[src/hw/rtl/share_word_packer_rs1024_unit_assert.svh]
// Assertion macros for the share word packer RTL, included by swp_core.
`ifndef SHARE_WORD_PACKER_RS1024_UNIT_ASSERT_SVH
`define SHARE_WORD_PACKER_RS1024_UNIT_ASSERT_SVH

`ifndef SYNTHESIS
`define SWP_ASSERT_ALWAYS(lbl, expr, msg) \
    lbl: assert property (@(posedge clk) disable iff (!rst_n) (expr)) else $error(msg);
`define SWP_ASSERT_IMPL(lbl, ante, cons, msg) \
    lbl: assert property (@(posedge clk) disable iff (!rst_n) (ante) |-> (cons)) \
        else $error(msg);
`define SWP_ASSERT_NEXT(lbl, ante, cons, msg) \
    lbl: assert property (@(posedge clk) disable iff (!rst_n) (ante) |=> (cons)) \
        else $error(msg);
`else
`define SWP_ASSERT_ALWAYS(lbl, expr, msg)
`define SWP_ASSERT_IMPL(lbl, ante, cons, msg)
`define SWP_ASSERT_NEXT(lbl, ante, cons, msg)
`endif

`endif

[src/hw/rtl/swp_pkg.sv]
// Package: types, constants and RS1024 checksum functions of the share word packer.
`timescale 1ns / 1ps
package swp_pkg;

    localparam int MAX_VALUE_BYTES = 32;
    localparam int IN_DATA_W       = 8;
    localparam int OUT_DATA_W      = 16;
    localparam int WORD_W          = 10;
    localparam int CFG_DATA_W      = 15;
    localparam int CFG_INDEX_W     = 3;
    localparam int LEN_W           = 6;
    localparam int CHK_W           = 30;

    typedef enum logic [CFG_INDEX_W-1:0] {
        REG_SHARE_ID     = 3'd0,
        REG_ITER_EXP     = 3'd1,
        REG_GROUP_INDEX  = 3'd2,
        REG_GROUP_THRESH = 3'd3,
        REG_GROUP_COUNT  = 3'd4,
        REG_MEMBER_INDEX = 3'd5,
        REG_MEMBER_THRESH= 3'd6,
        REG_VALUE_LENGTH = 3'd7
    } cfg_reg_t;

    typedef enum logic [2:0] {
        S_HDR0 = 3'd0,
        S_HDR1 = 3'd1,
        S_HDR2 = 3'd2,
        S_HDR3 = 3'd3,
        S_DATA = 3'd4,
        S_CHK0 = 3'd5,
        S_CHK1 = 3'd6,
        S_CHK2 = 3'd7
    } step_t;

    // Header words and share geometry derived from the configuration.
    typedef struct packed {
        logic [WORD_W-1:0] hdr0;
        logic [WORD_W-1:0] hdr1;
        logic [WORD_W-1:0] hdr2;
        logic [WORD_W-1:0] hdr3;
        logic [LEN_W-1:0]  eff_len;
        logic [3:0]        pad;
    } swp_cfg_t;

    typedef struct packed {
        logic [WORD_W-1:0] word;
        logic              last;
    } swp_word_t;

    localparam logic [CHK_W-1:0] RS_GEN [10] = '{
        30'h00E0E040, 30'h01C1C080, 30'h03838100, 30'h07070200, 30'h0E0E0009,
        30'h1C0C2412, 30'h38086C24, 30'h3090FC48, 30'h21B1F890, 30'h03F3F120
    };

    function automatic logic [CHK_W-1:0] rs_step(input logic [CHK_W-1:0] c,
                                                 input logic [WORD_W-1:0] v);
        logic [WORD_W-1:0] top;
        logic [CHK_W-1:0]  r;
        top = c[CHK_W-1:20];
        r   = {c[19:0], v};
        for (int i = 0; i < 10; i++) begin
            if (top[i])
            begin
                r = r ^ RS_GEN[i];
            end
        end
        return r;
    endfunction

    // Polymod over the customization string, starting from 1.
    function automatic logic [CHK_W-1:0] rs_seed();
        logic [47:0]      pfx;
        logic [CHK_W-1:0] c;
        pfx = "shamir";
        c   = 30'd1;
        for (int i = 0; i < 6; i++) begin
            c = rs_step(c, {2'b00, pfx[47 - 8*i -: 8]});
        end
        return c;
    endfunction

    localparam logic [CHK_W-1:0] RS_SEED = rs_seed();

endpackage

[src/hw/rtl/swp_cfg_regs.sv]
// Configuration registers and the header words and share geometry built from them.
`timescale 1ns / 1ps
module swp_cfg_regs (
    input  logic                           clk,
    input  logic                           rst_n,
    input  logic                           cfg_wr_en,
    input  logic [swp_pkg::CFG_INDEX_W-1:0] cfg_index,
    input  logic [swp_pkg::CFG_DATA_W-1:0]  cfg_wdata,
    output swp_pkg::swp_cfg_t              cfg
);
    import swp_pkg::*;

    logic [14:0] share_id_reg;
    logic [4:0]  iter_exp_reg;
    logic [3:0]  group_index_reg;
    logic [4:0]  group_thresh_reg;
    logic [4:0]  group_count_reg;
    logic [3:0]  member_index_reg;
    logic [4:0]  member_thresh_reg;
    logic [5:0]  value_length_reg;

    logic [3:0]       gt_code;
    logic [3:0]       gc_code;
    logic [3:0]       mt_code;
    logic [LEN_W-1:0] len;
    logic [LEN_W-1:0] len_mod5;

    always_ff @(posedge clk or negedge rst_n) begin
        if (!rst_n)
        begin
            share_id_reg      <= '0;
            iter_exp_reg      <= '0;
            group_index_reg   <= '0;
            group_thresh_reg  <= 5'd1;
            group_count_reg   <= 5'd1;
            member_index_reg  <= '0;
            member_thresh_reg <= 5'd1;
            value_length_reg  <= 6'd16;
        end
        else if (cfg_wr_en)
        begin
            unique case (cfg_reg_t'(cfg_index))
                REG_SHARE_ID:      share_id_reg      <= cfg_wdata[14:0];
                REG_ITER_EXP:      iter_exp_reg      <= cfg_wdata[4:0];
                REG_GROUP_INDEX:   group_index_reg   <= cfg_wdata[3:0];
                REG_GROUP_THRESH:  group_thresh_reg  <= cfg_wdata[4:0];
                REG_GROUP_COUNT:   group_count_reg   <= cfg_wdata[4:0];
                REG_MEMBER_INDEX:  member_index_reg  <= cfg_wdata[3:0];
                REG_MEMBER_THRESH: member_thresh_reg <= cfg_wdata[4:0];
                REG_VALUE_LENGTH:  value_length_reg  <= cfg_wdata[5:0];
            endcase
        end
    end

    always_comb begin
        // thresholds and count are coded as value minus one, wrapping at zero
        gt_code = group_thresh_reg[3:0] - 4'd1;
        gc_code = group_count_reg[3:0] - 4'd1;
        mt_code = member_thresh_reg[3:0] - 4'd1;

        if (value_length_reg == '0)
        begin
            len = 6'd1;
        end
        else if (value_length_reg > LEN_W'(MAX_VALUE_BYTES))
        begin
            len = LEN_W'(MAX_VALUE_BYTES);
        end
        else
        begin
            len = value_length_reg;
        end

        // len mod 5 by compare and subtract; zero padding is 2 * (len mod 5)
        len_mod5 = len;
        if (len_mod5 >= 6'd40)
        begin
            len_mod5 = len_mod5 - 6'd40;
        end
        if (len_mod5 >= 6'd20)
        begin
            len_mod5 = len_mod5 - 6'd20;
        end
        if (len_mod5 >= 6'd10)
        begin
            len_mod5 = len_mod5 - 6'd10;
        end
        if (len_mod5 >= 6'd5)
        begin
            len_mod5 = len_mod5 - 6'd5;
        end

        cfg.hdr0    = share_id_reg[14:5];
        cfg.hdr1    = {share_id_reg[4:0], iter_exp_reg};
        cfg.hdr2    = {group_index_reg, gt_code, gc_code[3:2]};
        cfg.hdr3    = {gc_code[1:0], member_index_reg, mt_code};
        cfg.eff_len = len;
        cfg.pad     = {len_mod5[2:0], 1'b0};
    end

endmodule

[src/hw/rtl/swp_core.sv]
// Input register, word sequencer, bit regrouping and RS1024 checksum.
`timescale 1ns / 1ps
`include "share_word_packer_rs1024_unit_assert.svh"
module swp_core (
    input  logic                          clk,
    input  logic                          rst_n,
    input  swp_pkg::swp_cfg_t             cfg,
    input  logic                          s_axis_tvalid,
    output logic                          s_axis_tready,
    input  logic [swp_pkg::IN_DATA_W-1:0] s_axis_tdata,   // [7:0] value_byte
    input  logic                          out_space,
    output logic                          out_load,
    output swp_pkg::swp_word_t            out_item
);
    import swp_pkg::*;

    logic             in_valid_reg, in_valid_next;
    logic [7:0]       in_byte_reg;
    step_t            step_reg, step_next;
    logic [8:0]       acc_reg, acc_next;
    logic [3:0]       cnt_reg, cnt_next;
    logic [LEN_W-1:0] bt_reg, bt_next;
    logic [CHK_W-1:0] chk_reg, chk_next;
    logic [CHK_W-1:0] fin_reg, fin_next;

    logic [4:0]       cnt_sum;
    logic [4:0]       sh_full;
    logic [2:0]       sh;
    logic [16:0]      acc_new;
    logic [16:0]      acc_shift;
    logic [WORD_W-1:0] data_word;
    logic             need_emit;
    logic [3:0]       cnt_left;
    logic [8:0]       acc_left;
    logic [LEN_W-1:0] bt_inc;
    logic             is_last;
    logic [CHK_W-1:0] fin;
    logic             done;
    logic             accept;

    always_comb begin
        cnt_sum   = {1'b0, cnt_reg} + 5'd8;
        need_emit = (cnt_sum >= 5'd10);
        sh_full   = cnt_sum - 5'd10;
        sh        = sh_full[2:0];
        acc_new   = {acc_reg, in_byte_reg};
        acc_shift = acc_new >> sh;
        data_word = acc_shift[WORD_W-1:0];
        cnt_left  = need_emit ? {1'b0, sh} : cnt_sum[3:0];
        for (int i = 0; i < 9; i++) begin
            acc_left[i] = acc_new[i] & (4'(i) < cnt_left);
        end
        bt_inc  = bt_reg + 6'd1;
        is_last = (bt_inc >= cfg.eff_len);
        fin     = rs_step(rs_step(rs_step(chk_reg, '0), '0), '0) ^ 30'd1;
    end

    // one output word per cycle at most; a data byte that completes no word does not wait for output space
    always_comb begin
        step_next     = step_reg;
        acc_next      = acc_reg;
        cnt_next      = cnt_reg;
        bt_next       = bt_reg;
        chk_next      = chk_reg;
        fin_next      = fin_reg;
        out_load      = 1'b0;
        out_item.word = '0;
        out_item.last = 1'b0;
        done          = 1'b0;

        if (in_valid_reg)
        begin
            unique case (step_reg)
                S_HDR0:
                begin
                    if (out_space)
                    begin
                        out_load      = 1'b1;
                        out_item.word = cfg.hdr0;
                        chk_next      = rs_step(RS_SEED, cfg.hdr0);
                        step_next     = S_HDR1;
                    end
                end
                S_HDR1:
                begin
                    if (out_space)
                    begin
                        out_load      = 1'b1;
                        out_item.word = cfg.hdr1;
                        chk_next      = rs_step(chk_reg, cfg.hdr1);
                        step_next     = S_HDR2;
                    end
                end
                S_HDR2:
                begin
                    if (out_space)
                    begin
                        out_load      = 1'b1;
                        out_item.word = cfg.hdr2;
                        chk_next      = rs_step(chk_reg, cfg.hdr2);
                        step_next     = S_HDR3;
                    end
                end
                S_HDR3:
                begin
                    if (out_space)
                    begin
                        out_load      = 1'b1;
                        out_item.word = cfg.hdr3;
                        chk_next      = rs_step(chk_reg, cfg.hdr3);
                        acc_next      = '0;
                        cnt_next      = cfg.pad;
                        step_next     = S_DATA;
                    end
                end
                S_DATA:
                begin
                    if (!need_emit || out_space)
                    begin
                        if (need_emit)
                        begin
                            out_load      = 1'b1;
                            out_item.word = data_word;
                            chk_next      = rs_step(chk_reg, data_word);
                        end
                        acc_next = acc_left;
                        cnt_next = cnt_left;
                        bt_next  = bt_inc;
                        if (is_last)
                        begin
                            step_next = S_CHK0;
                        end
                        else
                        begin
                            done = 1'b1;
                        end
                    end
                end
                S_CHK0:
                begin
                    if (out_space)
                    begin
                        out_load      = 1'b1;
                        out_item.word = fin[29:20];
                        fin_next      = fin;
                        step_next     = S_CHK1;
                    end
                end
                S_CHK1:
                begin
                    if (out_space)
                    begin
                        out_load      = 1'b1;
                        out_item.word = fin_reg[19:10];
                        step_next     = S_CHK2;
                    end
                end
                S_CHK2:
                begin
                    if (out_space)
                    begin
                        out_load      = 1'b1;
                        out_item.word = fin_reg[9:0];
                        out_item.last = 1'b1;
                        bt_next       = '0;
                        acc_next      = '0;
                        cnt_next      = '0;
                        chk_next      = RS_SEED;
                        step_next     = S_HDR0;
                        done          = 1'b1;
                    end
                end
            endcase
        end
    end

    assign s_axis_tready = !in_valid_reg || done;
    assign accept        = s_axis_tvalid && s_axis_tready;
    assign in_valid_next = accept ? 1'b1 : (done ? 1'b0 : in_valid_reg);

    always_ff @(posedge clk or negedge rst_n) begin
        if (!rst_n)
        begin
            in_valid_reg <= 1'b0;
            step_reg     <= S_HDR0;
            acc_reg      <= '0;
            cnt_reg      <= '0;
            bt_reg       <= '0;
            chk_reg      <= RS_SEED;
        end
        else
        begin
            in_valid_reg <= in_valid_next;
            step_reg     <= step_next;
            acc_reg      <= acc_next;
            cnt_reg      <= cnt_next;
            bt_reg       <= bt_next;
            chk_reg      <= chk_next;
        end
    end

    always_ff @(posedge clk) begin
        if (accept)
        begin
            in_byte_reg <= s_axis_tdata;
        end
        fin_reg <= fin_next;
    end

    `SWP_ASSERT_ALWAYS(a_cnt_range, cnt_reg <= 4'd9, "bit count above nine")
    `SWP_ASSERT_ALWAYS(a_acc_clean, (acc_reg >> cnt_reg) == 9'd0, "stale accumulator bits")
    `SWP_ASSERT_IMPL(a_hdr_first, in_valid_reg && (step_reg == S_HDR0 || step_reg == S_HDR1 || step_reg == S_HDR2 || step_reg == S_HDR3), bt_reg == '0, "header outside share start")
    `SWP_ASSERT_NEXT(a_share_end, out_load && out_item.last, bt_reg == '0 && chk_reg == RS_SEED, "share state not cleared")

endmodule

[src/hw/rtl/swp_out_reg.sv]
// Output register holding one result word for the master side.
`timescale 1ns / 1ps
module swp_out_reg (
    input  logic                           clk,
    input  logic                           rst_n,
    input  logic                           load,
    input  swp_pkg::swp_word_t             item,
    output logic                           space,
    output logic                           m_axis_tvalid,
    input  logic                           m_axis_tready,
    output logic [swp_pkg::OUT_DATA_W-1:0] m_axis_tdata,  // [9:0] word_index, upper bits zero
    output logic                           m_axis_tlast   // last_word
);
    import swp_pkg::*;

    logic              valid_reg, valid_next;
    logic [WORD_W-1:0] word_reg;
    logic              last_reg;

    assign space      = !valid_reg || m_axis_tready;
    assign valid_next = load ? 1'b1 : (m_axis_tready ? 1'b0 : valid_reg);

    always_ff @(posedge clk or negedge rst_n) begin
        if (!rst_n)
        begin
            valid_reg <= 1'b0;
        end
        else
        begin
            valid_reg <= valid_next;
        end
    end

    always_ff @(posedge clk) begin
        if (load)
        begin
            word_reg <= item.word;
            last_reg <= item.last;
        end
    end

    assign m_axis_tvalid = valid_reg;
    assign m_axis_tdata  = {(OUT_DATA_W - WORD_W)'(0), word_reg};
    assign m_axis_tlast  = last_reg;

endmodule

[src/hw/rtl/share_word_packer_rs1024_unit.sv]
// Top level of the share word packer: bytes in, header/data/RS1024 checksum words out.
//
//  channel   direction  payload
//  s_axis    in         tdata[7:0] value_byte
//  m_axis    out        tdata[9:0] word_index, tlast last_word
//  cfg       in         cfg_wr_en, cfg_index[2:0], cfg_wdata[14:0]
//
// A byte that completes no word does not wait for output space; one that completes a word does.
// The first byte of a share first sends the four header words, then enters the data step.
// After the last byte of a share, the three checksum words follow.
// Pacing is set by the single output register, which takes one word per cycle when it has space.
// Reset loads the register defaults and the seeded checksum; there is no clearing pass.
// A low m_axis_tready holds the output word and any input byte that must emit a word.
`timescale 1ns / 1ps
module share_word_packer_rs1024_unit (
    input  logic                            clk,
    input  logic                            rst_n,
    input  logic                            s_axis_tvalid,
    output logic                            s_axis_tready,
    input  logic [swp_pkg::IN_DATA_W-1:0]   s_axis_tdata,   // [7:0] value_byte
    output logic                            m_axis_tvalid,
    input  logic                            m_axis_tready,
    output logic [swp_pkg::OUT_DATA_W-1:0]  m_axis_tdata,   // [9:0] word_index, [15:10] zero
    output logic                            m_axis_tlast,   // last_word
    input  logic                            cfg_wr_en,
    input  logic [swp_pkg::CFG_INDEX_W-1:0] cfg_index,
    input  logic [swp_pkg::CFG_DATA_W-1:0]  cfg_wdata
);
    import swp_pkg::*;

    swp_cfg_t  cfg;
    swp_word_t out_item;
    logic      out_load;
    logic      out_space;

    swp_cfg_regs u_cfg (
        .clk       (clk),
        .rst_n     (rst_n),
        .cfg_wr_en (cfg_wr_en),
        .cfg_index (cfg_index),
        .cfg_wdata (cfg_wdata),
        .cfg       (cfg)
    );

    swp_core u_core (
        .clk           (clk),
        .rst_n         (rst_n),
        .cfg           (cfg),
        .s_axis_tvalid (s_axis_tvalid),
        .s_axis_tready (s_axis_tready),
        .s_axis_tdata  (s_axis_tdata),
        .out_space     (out_space),
        .out_load      (out_load),
        .out_item      (out_item)
    );

    swp_out_reg u_out (
        .clk           (clk),
        .rst_n         (rst_n),
        .load          (out_load),
        .item          (out_item),
        .space         (out_space),
        .m_axis_tvalid (m_axis_tvalid),
        .m_axis_tready (m_axis_tready),
        .m_axis_tdata  (m_axis_tdata),
        .m_axis_tlast  (m_axis_tlast)
    );

endmodule
[config.mk]
export PLATFORM = sky130hd
export DESIGN_NAME = share_word_packer_rs1024_unit
export DESIGN_NICKNAME = d
export VERILOG_FILES = /design/src/hw/rtl/swp_pkg.sv /design/src/hw/rtl/swp_cfg_regs.sv /design/src/hw/rtl/swp_core.sv /design/src/hw/rtl/swp_out_reg.sv /design/src/hw/rtl/share_word_packer_rs1024_unit.sv
export VERILOG_INCLUDE_DIRS = /design/src /design/src/hw/rtl
export SDC_FILE = /design/constraint.sdc
export NUM_CORES = 1
export LEC_CHECK = 0
export BUFFER_PORTS_ARGS = -buffer_cell sky130_fd_sc_hd__buf_2
export CAP_MARGIN = 10
export CORE_MARGIN = 3
export CORE_UTILIZATION = 32
export CTS_CLUSTER_DIAMETER = 150
export DETAILED_ROUTE_END_ITERATION = 10
export RECOVER_POWER = 100
export SLEW_MARGIN = 15
export SYNTH_ARGS = -nofsm -noshare
export SYNTH_HDL_FRONTEND = slang
export SYNTH_SLANG_ARGS = --single-unit
[constraint.sdc]
create_clock -name clk -period 3.91 [get_ports clk]
set_input_delay 0.5865 -clock clk [delete_from_list [all_inputs] [get_ports clk]]
set_output_delay 0.5865 -clock clk [all_outputs]
set_load 0.1 [all_outputs]
; Word level (Yosys, flattened, before mapping)
; Index checks and enable logic that the tools add are counted.
[classes]
addsub = 10
shifts = 1
n_eq_ne = 25
reduce_logical = 33
bitwise = 83
order_cmp = 16
muxes = 251
[op_table]
columns = cell, n
row1 = two-way mux 30 bit, 151
row2 = two-way mux 26 bit, 14
row3 = two-way mux 29 bit, 7
row4 = inverter 7 bit, 29
row5 = two-way mux 28 bit, 7
row6 = two-way mux 27 bit, 7
row7 = one-hot mux 30 bit (6 select lines), 1
row8 = two-way mux 25 bit, 7
row9 = two-way mux 24 bit, 7
row10 = inverter 14 bit, 8
row11 = inverter 13 bit, 7
row12 = inverter 12 bit, 7
row13 = two-way mux 10 bit, 8
row14 = inverter 10 bit, 8
row15 = one-hot mux 10 bit (8 select lines), 1
row16 = inverter 9 bit, 7
row17 = inverter 8 bit, 7
row18 = two-way mux 6 bit, 7
row19 = two-way mux 3 bit, 10
row20 = == test 3 bit (second input constant), 8
row21 = one-hot mux 3 bit (8 select lines), 1
row22 = != test 2 x 1 -> 1 bit (second input constant), 11
row23 = two-way mux 9 bit, 2
row24 = one-hot mux 9 bit (2 select lines), 1
row25 = 46 further kinds, 96
[word_totals]
elab_cells = 438
reg_bits = 139
in_bits = 31

; Longest topological paths before layout
[logic_depth]
word_depth = 62
ltp_mapped = 14
mapped_depth_nobuf = 14

; Cells and area by module
; Synthesis repeated with hierarchy kept, for this count alone.
[unflattened]
hier_cells = 937
hier_area_um2 = 9539.1
[by_module_without_submodules]
columns = mod, area_per_inst_um2, instances, cells_per_inst
row1 = swp_core, 6889.1, 1, 745
row2 = swp_cfg_regs, 2223.4, 1, 171
row3 = swp_out_reg, 426.7, 1, 21

; Least setup slack after synthesis
; No wires, ideal clock.
[synth_timing]
kind = reg2out
startpoint = register u_cfg.value_length_reg[4]
endpoint = output port s_axis_tready
path_buffers = 0
setup_slack_ns = 0.268
t_arrival_ns = 3.056
stages_incl_launch_ff = 13
cell_sequence = dfstp_2 nor4_1 o21ai_0 inv_1 ha_1 nand2b_1 a21o_1 a21o_1 a21o_1 a21o_1 a211oi_1 a31oi_1 inv_1
[synth_via]
elab_chain_cells = 9
word_cells_on_any_way = 10
cone_classes = 2 x order compare / 6 x mux / 2 x reduce/logical
[synth_rtl]
columns = element, line
row1 = start: declaration, swp_cfg_regs.sv:20  ; logic [5:0] value_length_reg;
row2 = start signal: assignment, swp_cfg_regs.sv:50  ; REG_VALUE_LENGTH: value_length_reg <= cfg_wdata[5:0];
row3 = > comparator 6 bit, swp_cfg_regs.sv:65  ; else if (value_length_reg > LEN_W'(MAX_VALUE_BYTES))
row4 = two-way mux 6 bit, swp_cfg_regs.sv:65
row5 = two-way mux 6 bit *, swp_cfg_regs.sv:61  ; if (value_length_reg == '0)
row6 = greater-or-equal comparator 6 bit *, swp_core.sv:54  ; is_last = (bt_inc >= cfg.eff_len);
row7 = two-way mux 1 bit *, swp_core.sv:129  ; if (is_last)
row8 = two-way mux 1 bit *, swp_core.sv:118  ; if (!need_emit || out_space)
row9 = one-hot mux 1 bit (2 select lines) *, swp_core.sv:73  ; unique case (step_reg)
row10 = two-way mux 1 bit *, swp_core.sv:71  ; if (in_valid_reg)
row11 = logical OR 1 bit *, swp_core.sv:177  ; assign s_axis_tready = !in_valid_reg || done;
row12 = end: declaration, share_word_packer_rs1024_unit.sv:19  ; output logic s_axis_tready,
; Every way passes the cells marked *; elsewhere a longest branch is shown, timed or not.

; Final worst setup path
; Same ends and word-level chain as after synthesis.

==> out/metrics.cfg <==
[floorplanning]
std_cell_rows=61
fp.dieW_um=175
ioPinCount=50
die_h_um=175
die-area_sq_um=30500
core_area_sq_um=27900
initial_core_util_pct=32.6

[outcome]
outcome=finished with violations
violations=max-capacitance violations, max-slew violations

[clock_network]
cts_root_buffer=clkbuf_16
htreeDepth=4
clk_pin_slew_ps=70
cts_tree=done
hold_buffers=0
cts_buffer_depth=2
cts_buffers=17
cts_sinks=137
insertion_delay_ps=440

[routing]
vias=6597
drt_iter0_markers=699
viasPerCell=5.19
route.detailed.drc=0
drtAntennaViolNets=0
wire_per_inst_um=19.7
drtPass1Iterations=6
routed_wl_um=25000

[critical_path]
crit_path_frequent_cell=a21o_1
crit_buf_inv=3
cp_top_family=compound AO/OA/AOI/OAI gates
slowest_stage=dfstp_2
crit_type=flip-flop to output pin
reg2reg_depth=8
path_max_fanout=6
cp-end-kind=output pin
crit_chain=nor4_2 -> o21ai_1 -> inv_2 -> ha_1 -> nand2b_1 -> a21o_1 -> a21o_1 -> a21o_1 -> a21o_1 -> a211oi_2 -> a31oi_2 -> inv_2 -> buf_12
cp.depth=13
crit_required_ps=3320
arrival_ps=3200
start_kind=flip-flop
max_stage_delay_ps=570

[timing]
fin_tns_setup_ps=0
slew_headroom_pct=-5.01
fmax_mhz=264
whs_ps=333
drv_slew=62
tightest_slew_ps=1580
hold_violations=0
layout_min_cycle_time_ps=3780
finalSetupViolations=0
finalClockSkew_ps=18.2
final.period_utilization_pct=96.8
fin_ws_ps=125

[grt]
grt-ovfl-total=0
track_usage_pct=16.7
grt_pass1_wl_um=39200
antenna_found_initial=0
grt_max_degree=62
grt_pass1_vias=6506

[placed_design]
pre_cts_ws_ps=342
place_congestion=0.901
dp_hpwl_um=18900
io_buffers=43

[final_layout]
multi_input_area_sq_um=5120
largest_reg_flops=30
utilization_pct=36.9
drive_gt1_share_pct=21.1
seqCellArea_sq_um=3650
fin_nets=929
antenna_cells=0
syn2layout_area_growth_pct=13.2
nFillCells=2807

[logic_synthesis]
async_flop_share_pct=71.5
ys_top_cells_by_area=dfrtp_1 22%, edfxtp_1 13%, xnor2_1 11%
synth_edf_count=39
ys_types=66
postSynthRegisterBits=137
synthDominantCellAreaShare_pct=22.0
synth_most_common_cell=xnor2_1
syn_area_sq_um=9100
yosysTopAreaCell=dfrtp_1
avgSynthCellArea_sq_um=10.9
yosysSeqAreaShare_pct=40.1
synth_warnings=0
ys.flop_type=dfrtp_1
synth_common_cells=117 x xnor2_1, 80 x dfrtp_1, 69 x nand2_1
postSynthCellCount=838

[flow_run]
maxCapViolations=1

[min_path]
hold_class=primary input to flip-flop
min_path_cells=1

worst register-to-register path, stage by stage, from the launching register on:
cell	delay, ps
dfstp_1	870
xnor2_1	340
xnor3_1	540
xnor2_1	170
xnor2_1	670
xor2_1	170
xnor2_1	170
a221oi_1	270
nor2_1	100
stage by stage:
stage / instances / cell area [sq um]
after floorplan: 843 / 9120
after global placement: 1237 / 9780
after detailed placement: 1237 / 9780
after CTS: 1270 / 10400
after global routing: 1271 / 10300
final: 1271 / 10300
layout by cell type (no fill, tap or decap), drive strengths merged, types with 6 or more instances in the layout:
cell    instances
a22o           10
a21oi          32
conb            6
a31oi           6
nand2b          6
a221oi         10
xor2           38
nor2           46
nor3            8
nand3           9
mux4            7
inv            29
nand2          69
clkbuf         44
dfrtp          80
a211oi          6
xnor3          11
o21ai          58
o31ai           8
o221ai         12
nand4b          6
dfstp          18
o22ai          10
ha             18
buf            44
a22oi          11
edfxtp         39
mux2           48
xnor2         135
final cells by class:
cell class                      count  area share (%)
Sequential cell                   137            35.4
Clock buffer                       20            4.54
Tap cell                          378            4.59
Inverter                           25           0.910
Timing Repair Buffer               68            3.56
Clock inverter                     12            1.32
Multi-Input combinational cell    631            49.7
kinds of logic after synthesis:
| logic type | after synthesis | synth area share (%) |
|---|---|---|
| AO/OA/AOI/OAI | 191 | 13.9 |
| XOR/XNOR | 185 | 22.9 |
| adder cells (fa/ha/maj) | 18 | 2.47 |
| buffers and inverters | 75 | 3.73 |
| flip-flops | 137 | 40.1 |
| multiplexers | 59 | 8.11 |
| other | 1 | 0.0412 |
| AND/OR/NAND/NOR | 172 | 8.77 |
per-layer routing:
layer	wire [um]	global-route usage (%)
met5	0	0
met3	1790	3.35
met2	10900	24.2
met4	291	4.62
met1	12100	25.3
worst paths after layout:
path,startpoint,endpoint,slack (ps)
min in group asynchronous,rst_n,u_core.chk_reg[21],540
max,u_cfg.value_length_reg[4],s_axis_tready,130
min,s_axis_tdata[0],u_core.in_byte_reg[0],330
max in group asynchronous,rst_n,u_core.acc_reg[7],1560
max reg2reg,u_core.chk_reg[29],u_out.word_reg[8],330
min reg2reg,u_core.acc_reg[6],u_core.acc_reg[6],490
repair_timing:
action                     CTS  global route
pin swaps                    1             2
setup buffers                1             1
gates resized for setup      1             6
setup endpoints to repair    1             1
Power is left out: the tool's default activity adds up to more than one toggle a clock period on the data nets, which glitch-free logic cannot reach.
